--- src/rtl/core/rl7_pkg.sv ---
`timescale 1ns / 1ps
// ----------------------------------------------------------------------------
// rl7_pkg
// Shared types and constants of the RL7 run-length line decoder.
// ----------------------------------------------------------------------------
package rl7_pkg;

  localparam int unsigned BYTE_W   = 8;
  localparam int unsigned COLOR_W  = 7;
  localparam int unsigned FIELD_W  = 9;
  localparam int unsigned RUN_FLAG_BIT = 7;

  // Decoupling queue between front and back.
  localparam int unsigned QUEUE_DEPTH = 2;
  localparam int unsigned QPTR_W      = 1;
  localparam int unsigned QCNT_W      = 2;

  // One classified item: a literal pixel or a run with its length byte.
  typedef struct packed {
    logic               is_run;
    logic [COLOR_W-1:0] color;
    logic [BYTE_W-1:0]  len_byte;
  } rl7_item_t;

  // Queue head as seen by the back end.
  typedef struct packed {
    logic      valid;
    rl7_item_t item;
  } rl7_head_t;

endpackage

--- src/rtl/core/rl7_front.sv ---
`timescale 1ns / 1ps
// ----------------------------------------------------------------------------
// rl7_front
// Accepts stream bytes, pairs run markers with their length bytes and pushes
// one classified item per result into the queue.
// ----------------------------------------------------------------------------
module rl7_front (
  input  logic                         clk,
  input  logic                         rst_n,
  input  logic                         in_valid,
  output logic                         in_ready,
  input  logic [rl7_pkg::BYTE_W-1:0]   in_code_byte,
  input  logic                         q_full,
  output logic                         q_push,
  output rl7_pkg::rl7_item_t           q_item
);

  logic                         awaiting_r, awaiting_nxt;
  logic [rl7_pkg::COLOR_W-1:0]  held_color_r, held_color_nxt;
  logic                         accept;
  logic                         is_marker;

  assign in_ready  = !q_full;
  assign accept    = in_valid && in_ready;
  assign is_marker = in_code_byte[rl7_pkg::RUN_FLAG_BIT];

  always_comb begin
    awaiting_nxt     = awaiting_r;
    held_color_nxt   = held_color_r;
    q_push           = 1'b0;
    q_item.is_run    = 1'b0;
    q_item.color     = in_code_byte[rl7_pkg::COLOR_W-1:0];
    q_item.len_byte  = in_code_byte;
    if (accept) begin
      if (awaiting_r) begin
        // Any byte after a marker is its length, bit 7 included.
        awaiting_nxt  = 1'b0;
        q_push        = 1'b1;
        q_item.is_run = 1'b1;
        q_item.color  = held_color_r;
      end else if (is_marker) begin
        awaiting_nxt   = 1'b1;
        held_color_nxt = in_code_byte[rl7_pkg::COLOR_W-1:0];
      end else begin
        q_push = 1'b1;
      end
    end
  end

  always_ff @(posedge clk) begin
    if (!rst_n) begin
      awaiting_r   <= 1'b0;
      held_color_r <= '0;
    end else begin
      awaiting_r   <= awaiting_nxt;
      held_color_r <= held_color_nxt;
    end
  end

endmodule

--- src/rtl/core/rl7_queue.sv ---
`timescale 1ns / 1ps
// ----------------------------------------------------------------------------
// rl7_queue
// Two-entry queue of classified items between the front and the back end.
// ----------------------------------------------------------------------------
module rl7_queue (
  input  logic                clk,
  input  logic                rst_n,
  input  logic                push,
  input  rl7_pkg::rl7_item_t  push_item,
  output logic                full,
  input  logic                pop,
  output rl7_pkg::rl7_head_t  head
);

  rl7_pkg::rl7_item_t                mem_r [rl7_pkg::QUEUE_DEPTH];
  logic [rl7_pkg::QPTR_W-1:0]        wptr_r, wptr_nxt;
  logic [rl7_pkg::QPTR_W-1:0]        rptr_r, rptr_nxt;
  logic [rl7_pkg::QCNT_W-1:0]        count_r, count_nxt;
  logic                              do_push;
  logic                              do_pop;

  assign full       = (count_r == rl7_pkg::QCNT_W'(rl7_pkg::QUEUE_DEPTH));
  assign head.valid = (count_r != '0);
  assign head.item  = mem_r[rptr_r];
  assign do_push    = push && !full;
  assign do_pop     = pop && head.valid;

  always_comb begin
    wptr_nxt  = do_push ? wptr_r + 1'b1 : wptr_r;
    rptr_nxt  = do_pop  ? rptr_r + 1'b1 : rptr_r;
    count_nxt = count_r;
    if (do_push && !do_pop) begin
      count_nxt = count_r + 1'b1;
    end else if (do_pop && !do_push) begin
      count_nxt = count_r - 1'b1;
    end
  end

  always_ff @(posedge clk) begin
    if (!rst_n) begin
      wptr_r  <= '0;
      rptr_r  <= '0;
      count_r <= '0;
    end else begin
      wptr_r  <= wptr_nxt;
      rptr_r  <= rptr_nxt;
      count_r <= count_nxt;
    end
  end

  always_ff @(posedge clk) begin
    if (do_push) begin
      mem_r[wptr_r] <= push_item;
    end
  end

endmodule

--- src/rtl/core/rl7_back.sv ---
`timescale 1ns / 1ps
// ----------------------------------------------------------------------------
// rl7_back
// Tracks the raster position, clips each run to the line and holds the
// finished run descriptor in the output register.
// ----------------------------------------------------------------------------
module rl7_back #(
  parameter int unsigned LINE_WIDTH = 384,
  parameter int unsigned LINE_COUNT = 280
) (
  input  logic                          clk,
  input  logic                          rst_n,
  input  rl7_pkg::rl7_head_t            head,
  output logic                          pop,
  output logic                          out_valid,
  input  logic                          out_ready,
  output logic [rl7_pkg::COLOR_W-1:0]   out_pixel_color,
  output logic [rl7_pkg::FIELD_W-1:0]   out_run_length,
  output logic [rl7_pkg::FIELD_W-1:0]   out_start_column,
  output logic [rl7_pkg::FIELD_W-1:0]   out_line_row,
  output logic                          out_line_done,
  output logic                          out_frame_done
);

  localparam int unsigned COL_W = $clog2(LINE_WIDTH);
  localparam int unsigned LEN_W = $clog2(LINE_WIDTH + 1);
  localparam int unsigned ROW_W = (LINE_COUNT > 1) ? $clog2(LINE_COUNT) : 1;
  localparam int unsigned CMP_W = (LEN_W > rl7_pkg::BYTE_W) ? LEN_W : rl7_pkg::BYTE_W;

  logic [COL_W-1:0]   col_r, col_nxt;
  logic [ROW_W-1:0]   row_r, row_nxt;
  logic               out_valid_r, out_valid_nxt;

  logic [rl7_pkg::COLOR_W-1:0]  color_r;
  logic [rl7_pkg::FIELD_W-1:0]  len_out_r;
  logic [rl7_pkg::FIELD_W-1:0]  start_out_r;
  logic [rl7_pkg::FIELD_W-1:0]  row_out_r;
  logic                         ldone_r;
  logic                         fdone_r;

  logic [LEN_W-1:0]   left;
  logic [LEN_W-1:0]   len;
  logic [LEN_W-1:0]   col_sum;
  logic               line_end;
  logic               frame_end;
  logic [CMP_W-1:0]   byte_ext;
  logic [CMP_W-1:0]   left_ext;

  assign pop = head.valid && (!out_valid_r || out_ready);

  always_comb begin
    left     = LEN_W'(LINE_WIDTH) - LEN_W'(col_r);
    byte_ext = CMP_W'(head.item.len_byte);
    left_ext = CMP_W'(left);
    if (!head.item.is_run) begin
      len = LEN_W'(1);
    end else if (byte_ext == '0 || byte_ext > left_ext) begin
      // Zero fills the line; an overlong run is clipped at the line end.
      len = left;
    end else begin
      len = LEN_W'(head.item.len_byte);
    end
    col_sum   = LEN_W'(col_r) + len;
    line_end  = (col_sum == LEN_W'(LINE_WIDTH));
    frame_end = line_end && (row_r == ROW_W'(LINE_COUNT - 1));

    col_nxt       = col_r;
    row_nxt       = row_r;
    out_valid_nxt = out_valid_r && !out_ready;
    if (pop) begin
      out_valid_nxt = 1'b1;
      if (line_end) begin
        col_nxt = '0;
        row_nxt = frame_end ? '0 : row_r + 1'b1;
      end else begin
        col_nxt = COL_W'(col_sum);
      end
    end
  end

  always_ff @(posedge clk) begin
    if (!rst_n) begin
      col_r       <= '0;
      row_r       <= '0;
      out_valid_r <= 1'b0;
    end else begin
      col_r       <= col_nxt;
      row_r       <= row_nxt;
      out_valid_r <= out_valid_nxt;
    end
  end

  always_ff @(posedge clk) begin
    if (pop) begin
      color_r     <= head.item.color;
      len_out_r   <= rl7_pkg::FIELD_W'(len);
      start_out_r <= rl7_pkg::FIELD_W'(col_r);
      row_out_r   <= rl7_pkg::FIELD_W'(row_r);
      ldone_r     <= line_end;
      fdone_r     <= frame_end;
    end
  end

  assign out_valid        = out_valid_r;
  assign out_pixel_color  = color_r;
  assign out_run_length   = len_out_r;
  assign out_start_column = start_out_r;
  assign out_line_row     = row_out_r;
  assign out_line_done    = ldone_r;
  assign out_frame_done   = fdone_r;

endmodule

--- src/rtl/core/rl7_run_length_line_decoder.sv ---
`timescale 1ns / 1ps
// ----------------------------------------------------------------------------
// rl7_run_length_line_decoder
// RL7 run-length decoder that turns a byte stream into run descriptors.
// ----------------------------------------------------------------------------
// Usage:
//   The in_ channel takes one encoded byte per beat. A byte with bit 7 clear
//   is one pixel; a byte with bit 7 set is a run marker and the next byte is
//   the run length (zero fills the line, longer runs are clipped at the line
//   end). Each pixel or run gives one beat on the out_ channel with color,
//   length, start column, row and line and frame end flags. Markers give no
//   beat. After the last row the position wraps to row 0.
//   Each item is queued, then held in the output register. The block takes
//   one byte per cycle while in_ready is high; the front end classifies
//   bytes, a two-entry queue decouples it from the back end, whose position
//   update and output register retire one item per cycle when not stalled.
//   When the receiver stalls, the output register holds its beat and the
//   queue fills; in_ready drops once the queue holds two items.
//   Synchronous reset clears the position to row 0, column 0, drops any
//   pending marker and empties the queue and the output register.
// ----------------------------------------------------------------------------
module rl7_run_length_line_decoder #(
  parameter int unsigned LINE_WIDTH = 384,
  parameter int unsigned LINE_COUNT = 280
) (
  input  logic                          clk,
  input  logic                          rst_n,
  input  logic                          in_valid,
  output logic                          in_ready,
  input  logic [rl7_pkg::BYTE_W-1:0]    in_code_byte,
  output logic                          out_valid,
  input  logic                          out_ready,
  output logic [rl7_pkg::COLOR_W-1:0]   out_pixel_color,
  output logic [rl7_pkg::FIELD_W-1:0]   out_run_length,
  output logic [rl7_pkg::FIELD_W-1:0]   out_start_column,
  output logic [rl7_pkg::FIELD_W-1:0]   out_line_row,
  output logic                          out_line_done,
  output logic                          out_frame_done
);

  logic                 q_full;
  logic                 q_push;
  logic                 q_pop;
  rl7_pkg::rl7_item_t   q_item;
  rl7_pkg::rl7_head_t   q_head;

  rl7_front u_front (
    .clk          (clk),
    .rst_n        (rst_n),
    .in_valid     (in_valid),
    .in_ready     (in_ready),
    .in_code_byte (in_code_byte),
    .q_full       (q_full),
    .q_push       (q_push),
    .q_item       (q_item)
  );

  rl7_queue u_queue (
    .clk       (clk),
    .rst_n     (rst_n),
    .push      (q_push),
    .push_item (q_item),
    .full      (q_full),
    .pop       (q_pop),
    .head      (q_head)
  );

  rl7_back #(
    .LINE_WIDTH (LINE_WIDTH),
    .LINE_COUNT (LINE_COUNT)
  ) u_back (
    .clk              (clk),
    .rst_n            (rst_n),
    .head             (q_head),
    .pop              (q_pop),
    .out_valid        (out_valid),
    .out_ready        (out_ready),
    .out_pixel_color  (out_pixel_color),
    .out_run_length   (out_run_length),
    .out_start_column (out_start_column),
    .out_line_row     (out_line_row),
    .out_line_done    (out_line_done),
    .out_frame_done   (out_frame_done)
  );

endmodule

--- config.mk ---
export PLATFORM = sky130hd
export DESIGN_NAME = rl7_run_length_line_decoder
export DESIGN_NICKNAME = d
export VERILOG_FILES = /design/src/rtl/core/rl7_pkg.sv /design/src/rtl/core/rl7_front.sv /design/src/rtl/core/rl7_queue.sv /design/src/rtl/core/rl7_back.sv /design/src/rtl/core/rl7_run_length_line_decoder.sv
export SDC_FILE = /design/constraint.sdc
export NUM_CORES = 1
export LEC_CHECK = 0
export BUFFER_PORTS_ARGS = -buffer_cell sky130_fd_sc_hd__buf_4
export CAP_MARGIN = 20
export CORE_MARGIN = 2
export CORE_UTILIZATION = 53
export CTS_BUF_LIST = sky130_fd_sc_hd__clkbuf_16
export DETAILED_ROUTE_END_ITERATION = 8
export GPL_ROUTABILITY_DRIVEN = 0
export PLACE_DENSITY = 0.87
export SLEW_MARGIN = 0
export SYNTH_ARGS = -nofsm -noshare
export SYNTH_HDL_FRONTEND = slang
export SYNTH_HIERARCHICAL = 1
export SYNTH_SLANG_ARGS = --single-unit
--- constraint.sdc ---
create_clock -name clk -period 5 [get_ports clk]
set_input_delay 0.25 -clock clk [delete_from_list [all_inputs] [get_ports clk]]
set_output_delay 0.25 -clock clk [all_outputs]
set_load 0.005 [all_outputs]
## After elaboration in Yosys (flattened, before gate mapping)

Memories as Yosys holds them, arrays and structs flattened. A register that Yosys moved wholly into a read port is not among the register bits.
Cells that the tools add are included.

- Bits in registers: 67
- Memory bits (writable): 32
- Input bits: 12
- Word-level logic and storage cells: 65
- Memories: 1

- Add/subtract/negate cells: 7
- $lt $le $gt $ge: 1
- Equal/unequal tests: 3
- Muxes and demuxes: 18
- Bitwise operators: 1
- Reduce and logical (&&, ||, !) cells: 20

Memory list:

| memory | words | width | read ports | clocked after Yosys merged registers in | write ports | RTL line | source |
|---|---|---|---|---|---|---|---|
| u_queue.mem_r | 2 | 16 | 1 | 1 | 1 | rl7_queue.sv:16 | `rl7_pkg::rl7_item_t mem_r [rl7_pkg::QUEUE_DEPTH];` |

Operators with widths:

| kind | number |
|---|---|
| 2-to-1 mux 9 bit | 4 |
| equality test 9 bit, second input constant | 2 |
| 2-to-1 mux 8 bit | 2 |
| 2-to-1 mux 1 bit | 10 |
| adder 9 x 1 -> 9 bit, second input constant | 1 |
| adder 9 bit | 1 |
| greater-than comparator 8 x 9 -> 1 bit | 1 |
| subtractor 9 bit, first input constant | 1 |
| logical AND 1 bit | 8 |
| zero test 8 bit | 1 |
| zero test 1 bit | 5 |
| 2-to-1 mux 2 bit | 2 |
| nonzero test 2 bit | 2 |
| AND reduction 3 bit | 1 |
| adder 1 bit, second input constant | 2 |
| adder 2 x 1 -> 2 bit, second input constant | 1 |
| equality test 2 bit, second input constant | 1 |
| logical OR 1 bit | 2 |
| AND reduction 2 bit | 1 |
| subtractor 2 x 1 -> 2 bit, second input constant | 1 |
| NOT 1 bit | 1 |

## Longest topological paths before layout

- Depth after elaboration: 9
- Gate-level depth with buffers: 22
- Gate-level depth less buffers: 21

## Modules after synthesis

Netlist, hierarchy kept.

By module, submodules not included:

| module | instances | cells an instance | area each (um^2) | seq. area each (um^2) |
|---|---|---|---|---|
| rl7_back | 1 | 248 | 2783.9 | 1461.4 |
| rl7_queue | 1 | 75 | 1390.1 | 1061.0 |
| rl7_front | 1 | 55 | 481.7 | 160.2 |

## Worst setup path before layout

Ideal clock, no wire load.

- Path kind: reg2reg
- Start: register u_back.col_r[0]
- End: register u_back.row_r[8]
- Setup time: 0.072 ns
- Arrival: 5.292 ns
- Data required time: 4.928 ns
- Path slack: -0.363 ns
- Stages on the path, launching flop included: 21
- Path buffers: 0
- Path through: dfxtp_1 -> inv_1 -> ha_1 -> or3b_4 -> nor3_1 -> xor2_1 -> ha_1 -> a2111oi_0 -> a21oi_1 -> o221ai_1 -> a21boi_2 -> o211ai_1 -> ha_1 -> fa_1 -> a21o_1 -> a221oi_2 -> xor2_1 -> and2_1 -> nand4_2 -> or4_1 -> a21oi_1

- Longest elaborated chain between the ends: 9

Ends and longest elaborated chain:

| what | RTL line | source |
|---|---|---|
| start: declaration | rl7_back.sv:30 | `logic [COL_W-1:0] col_r, col_nxt;` |
| start signal: assignment | rl7_back.sv:87 | `col_r <= col_nxt;` |
| subtractor 9 bit (*) | rl7_back.sv:52 | `left = LEN_W'(LINE_WIDTH) - LEN_W'(col_r);` |
| greater-than comparator 8 x 9 -> 1 bit | rl7_back.sv:57 | `end else if (byte_ext == '0 \|\| byte_ext > left_ext) begin` |
| logical OR 1 bit | rl7_back.sv:57 |  |
| 2-to-1 mux 9 bit (*) | rl7_back.sv:57 |  |
| 2-to-1 mux 9 bit (*) | rl7_back.sv:55 | `if (!head.item.is_run) begin` |
| named net u_back.len[0] | rl7_back.sv:42 | `logic [LEN_W-1:0] len;` |
| adder 9 bit (*) | rl7_back.sv:63 | `col_sum = LEN_W'(col_r) + len;` |
| equality test 9 bit (*) | rl7_back.sv:64 | `line_end = (col_sum == LEN_W'(LINE_WIDTH));` |
| logical AND 1 bit | rl7_back.sv:65 | `frame_end = line_end && (row_r == ROW_W'(LINE_COUNT - 1));` |
| 2-to-1 mux 9 bit | rl7_back.sv:74 | `row_nxt = frame_end ? '0 : row_r + 1'b1;` |
| end signal: assignment | rl7_back.sv:88 | `row_r <= row_nxt;` |
| end: declaration | rl7_back.sv:31 | `logic [ROW_W-1:0] row_r, row_nxt;` |

The timed path passes the listed nets; every way through them passes the cells marked *.
A chain may end at the register's enable or synchronous reset.

## Worst setup path after layout

Ends and elaborated chain as after synthesis.

==> summary.txt <==
Clocking
  – Clk buf depth: 2
  – CTS Sinks: 100
  – Clock buffer count from CTS: 9
  – CTS Hold Bufs: 0
  – CTS tree: done
  – Clock Pin Slew Worst Setup and Hold Paths: about 0.070 ns
  – Worst-Skew Late Latency: ~0.34 ns
  – H-tree levels: 3
  – Clock root cell: clkbuf_16

Yosys
  – Count leader, synth: edfxtp_1
  – Top cells by area, synth: edfxtp_1 44%, dfxtp_1 14%, mux2_2 5.6%
  – Yosys warns: 6
  – Sequential-to-total area share from yosys stat: 57.6%
  – Flops & latches, synth: 100
  – Mean post-synth cell area: about 12 µm²
  – Cell taking the most area after synthesis: edfxtp_1
  – Ys flop type: edfxtp_1
  – Post-Syn Nets: between 400 and 500
  – Synth Instances: around 380
  – Synth cell types: a little under 60
  – Yosys top cell area share: roughly 44%
  – Commonest cells in the netlist: 68 x edfxtp_1, 32 x dfxtp_1, 23 x mux2_2, 23 x nor2_1, 22 x nand3_1
  – Number of enable flip-flop cells after synthesis: a little under 70
  – Netlist Area Pre-Place: ~4700 µm²
  – Post-synth ARST share: 0%

Critical path
  – Worst setup SP type: flip-flop
  – Arr. time, crit path: 5.65 ns
  – Crit path largest cell delay: between 0.5 and 0.6 ns
  – FF-to-FF path depth: 22
  – Reg-to-reg startpoint: u_back/col_r[0]
  – R2R setup slack: -0.39 ns
  – Critical Path RT: 5.26 ns
  – Most used cell along the critical path: a21oi_2
  – Crit-path max FO: 6
  – Crit path capture type: flip-flop
  – CP bufs+invs: 4
  – Crit path cell chain: inv_2 > ha_4 > or3b_4 > xnor2_4 > ha_1 > o21a_1 > o21a_1 > o21ai_1 > a21oi_2 > o221ai_2 > a21boi_4 > buf_6 > o31ai_2 > ha_1 > buf_4 > a211oi_2 > a21oi_2 > nor4_2 > buf_4 > nand4_4 > or4_4 > a21oi_2
  – RR Endpoint: u_back/row_r[8]
  – Worst path top cell family by delay: compound AO/OA/AOI/OAI gates
  – Setup CP Type: reg2reg
  – Slowest CP cell: or4_4
  – WP depth: 22

Routing
  – Post-DRT Antenna Nets: 0
  – Routed vias: around 3,600
  – DR pass1 iterations: 5
  – Post-DR vias/cell: between 6 and 7
  – Total Wirelength: approximately 12,000 µm
  – Starting DRT DRC Count: approximately 260
  – Avg WL per Cell: about 21 µm
  – Drt drc: 0

Timing
  – Fmax: approximately 0.19 GHz
  – Post-route setup slack: -0.393 ns
  – Unrepaired setup endpoints after global routing: true
  – Slew margin rel.: around a third
  – Transition time of the tightest slew-check pin: roughly 1.0 ns
  – Setup TNS: -2.86 ns
  – Final Max Slew Viols: 0
  – Fin crit share: 108%
  – Final hold vios: 0
  – Worst clock skew: 0.00869 ns
  – Final Critical Period: about 5.4 ns
  – Final Setup Violations: 12

GRT
  – First-pass GRT wire length: around 18,000 µm
  – Initial antenna violation count: 0
  – Final global-route overflow total: 0
  – Gr usage total: about a quarter
  – Pin count of the biggest net entering global routing: 46
  – Vias in the first global route: approximately 3,600

Run status
  – Status: finished, violations left
  – Violated checks: setup timing

Hold path
  – Min-Delay Startpoint: in_code_byte[3]
  – Hold endpoint: u_queue/mem_r[1][3]
  – Hold Crit Class: in2reg
  – Worst hold stages: 1

Floorplan
  – Initial Utilization: a little over half
  – Die H: 97.7 µm
  – Die ar.: 9550 µm²
  – # rows: 34
  – I/O pin cnt: 50
  – Total core area: around 8600 µm²
  – Die Wd: a little under 100 µm

Power and ir drop
  – PD cells: 655 nW/µm²
  – Sw Ratio: 37.2%
  – Logic pwr share: 49.7%
  – Cell Int Power: roughly 2.4 mW
  – P_sw: approximately 1.4 mW
  – Part of the power in registers: roughly 34%
  – Static Leak: around 2.3 nW
  – Clock power share: 16.4%
  – Maximum VDD drop: between 0.3 and 0.4 mV

Layout
  – N_diodes: 0
  – Cell Count, Final, Fillers Out: ~570
  – Finished Cell Area: 5900 µm²
  – Area delta synth->final: 26.7%
  – Layout cells sized above 1: 39.5%
  – Final net count: a little under 500
  – Filler cells: ~550

Run
  – Max Cap Viol: 0

Placed design
  – Setup WS pre-CTS: -0.212 ns
  – Placed Instances: between 500 and 600
  – Post-Place Cell Area: around 5200 µm²
  – HPWL after DPL: between 6000 and 7000 µm
  – Port-buffer cells: 49
-- routing by layer --
| metal | wire length (µm) | GRT usage (%) |
|---|---|---|
| met5 | 0 | 0 |
| met3 | 790 | 5.83 |
| met2 | 5930 | 40.0 |
| met1 | 4790 | 28.8 |
| met4 | 439 | 10.1 |
-- area by class of cell --
| class | count | area (µm²) | share of cell area (%) |
|---|---|---|---|
| Clock inverter | 7 | 45.0 | 0.764 |
| Timing Repair Buffer | 87 | 662 | 11.2 |
| Clock buffer | 9 | 225 | 3.82 |
| Sequential cell | 100 | 2690 | 45.5 |
| Multi-Input combinational cell | 247 | 2080 | 35.3 |
| Inverter | 16 | 60.1 | 1.02 |
| Tap cell | 108 | 135 | 2.29 |
-- cell families (layout without fill, tap and decap cells) --
kind of cell | after synthesis | after routing | synth area share, %
multiplexers | 28 | 28 | 6.72
adder cells (fa/ha/maj) | 20 | 20 | 5.54
XOR/XNOR | 15 | 15 | 2.98
AND/OR/NAND/NOR | 111 | 112 | 13.1
AO/OA/AOI/OAI | 72 | 72 | 10.2
flip-flops | 100 | 100 | 57.6
buffers and inverters | 32 | 119 | 3.76
-- how the worst max path moves through the flow --
stage	slack (ns)	startpoint	end
final	-0.39	u_back/col_r[0]	u_back/row_r[8]
after global routing	-0.53	u_back/col_r[0]	u_back/row_r[8]
after CTS	0.02	u_back/col_r[0]	u_back/row_r[8]
after detailed placement	-0.21	u_back/col_r[0]	u_back/row_r[8]
after global placement	0.10	u_back/col_r[0]	u_back/row_r[8]
after floorplan	0.02	u_back/col_r[0]	u_back/row_r[8]
-- cells in the final DEF (no fill, tap or decap), types with 4 or more instances in the layout --
cell type and count:
a21oi_1 12, xnor2_1 4, buf_4 83, mux2_2 23, ha_1 14, xor2_1 6
inv_2 4, dfxtp_1 29, and3_1 4, nand2_1 18, a21oi_2 8, o21a_1 5
nand3_1 21, nor2_1 21, a21o_1 4, or4_4 4, o31ai_2 5, o31ai_1 5
clkbuf_16 9, inv_1 13, o21ai_0 16, edfxtp_1 68, nand4_1 5, mux2i_1 4
nor2b_1 4
-- power groups by stage --
stage	logic (mW)	clock network (mW)	registers [mW]
3_5_place_dp	1.35	0	1.30
2_1_floorplan	0.823	0	1.29
6_report	1.92	0.632	1.31
3_3_place_gp	1.28	0	1.29
4_1_cts	1.60	0.635	1.30
5_1_grt	2.02	0.672	1.33
-- state kept, by name, indices dropped and copies added, names as in the netlist, 2 cells and up, named ones only --
signal and count:
u_back/col_r 9, u_back/out_line_row 9, u_back/out_pixel_color 7, u_back/out_run_length 9
u_back/out_start_column 9, u_back/row_r 9, u_front/held_color_r 7, u_queue/count_r 2
u_queue/mem_r 32
-- stage by stage --
step / util [%] / total power, mW / hold slack [ns]
global placement: 60.5 / 2.58 / 0.441
detailed placement: 60.5 / 2.65 / 0.453
finish: 68.3 / 3.86 / 0.114
CTS: 66.6 / 3.53 / 0.101
global route: 68.3 / 4.02 / 0.0907
floorplan: - / 2.11 / 0.368
-- what timing repair did --
action                     4_1_cts  5_1_grt
hold endpoints to repair         0        0
pin swaps                       16       10
cloned                           1        0
gates resized for setup         35       21
setup endpoints to repair        9       13
setup buffers                   13        5
No activity file was read; power rests on OpenSTA's default activity.
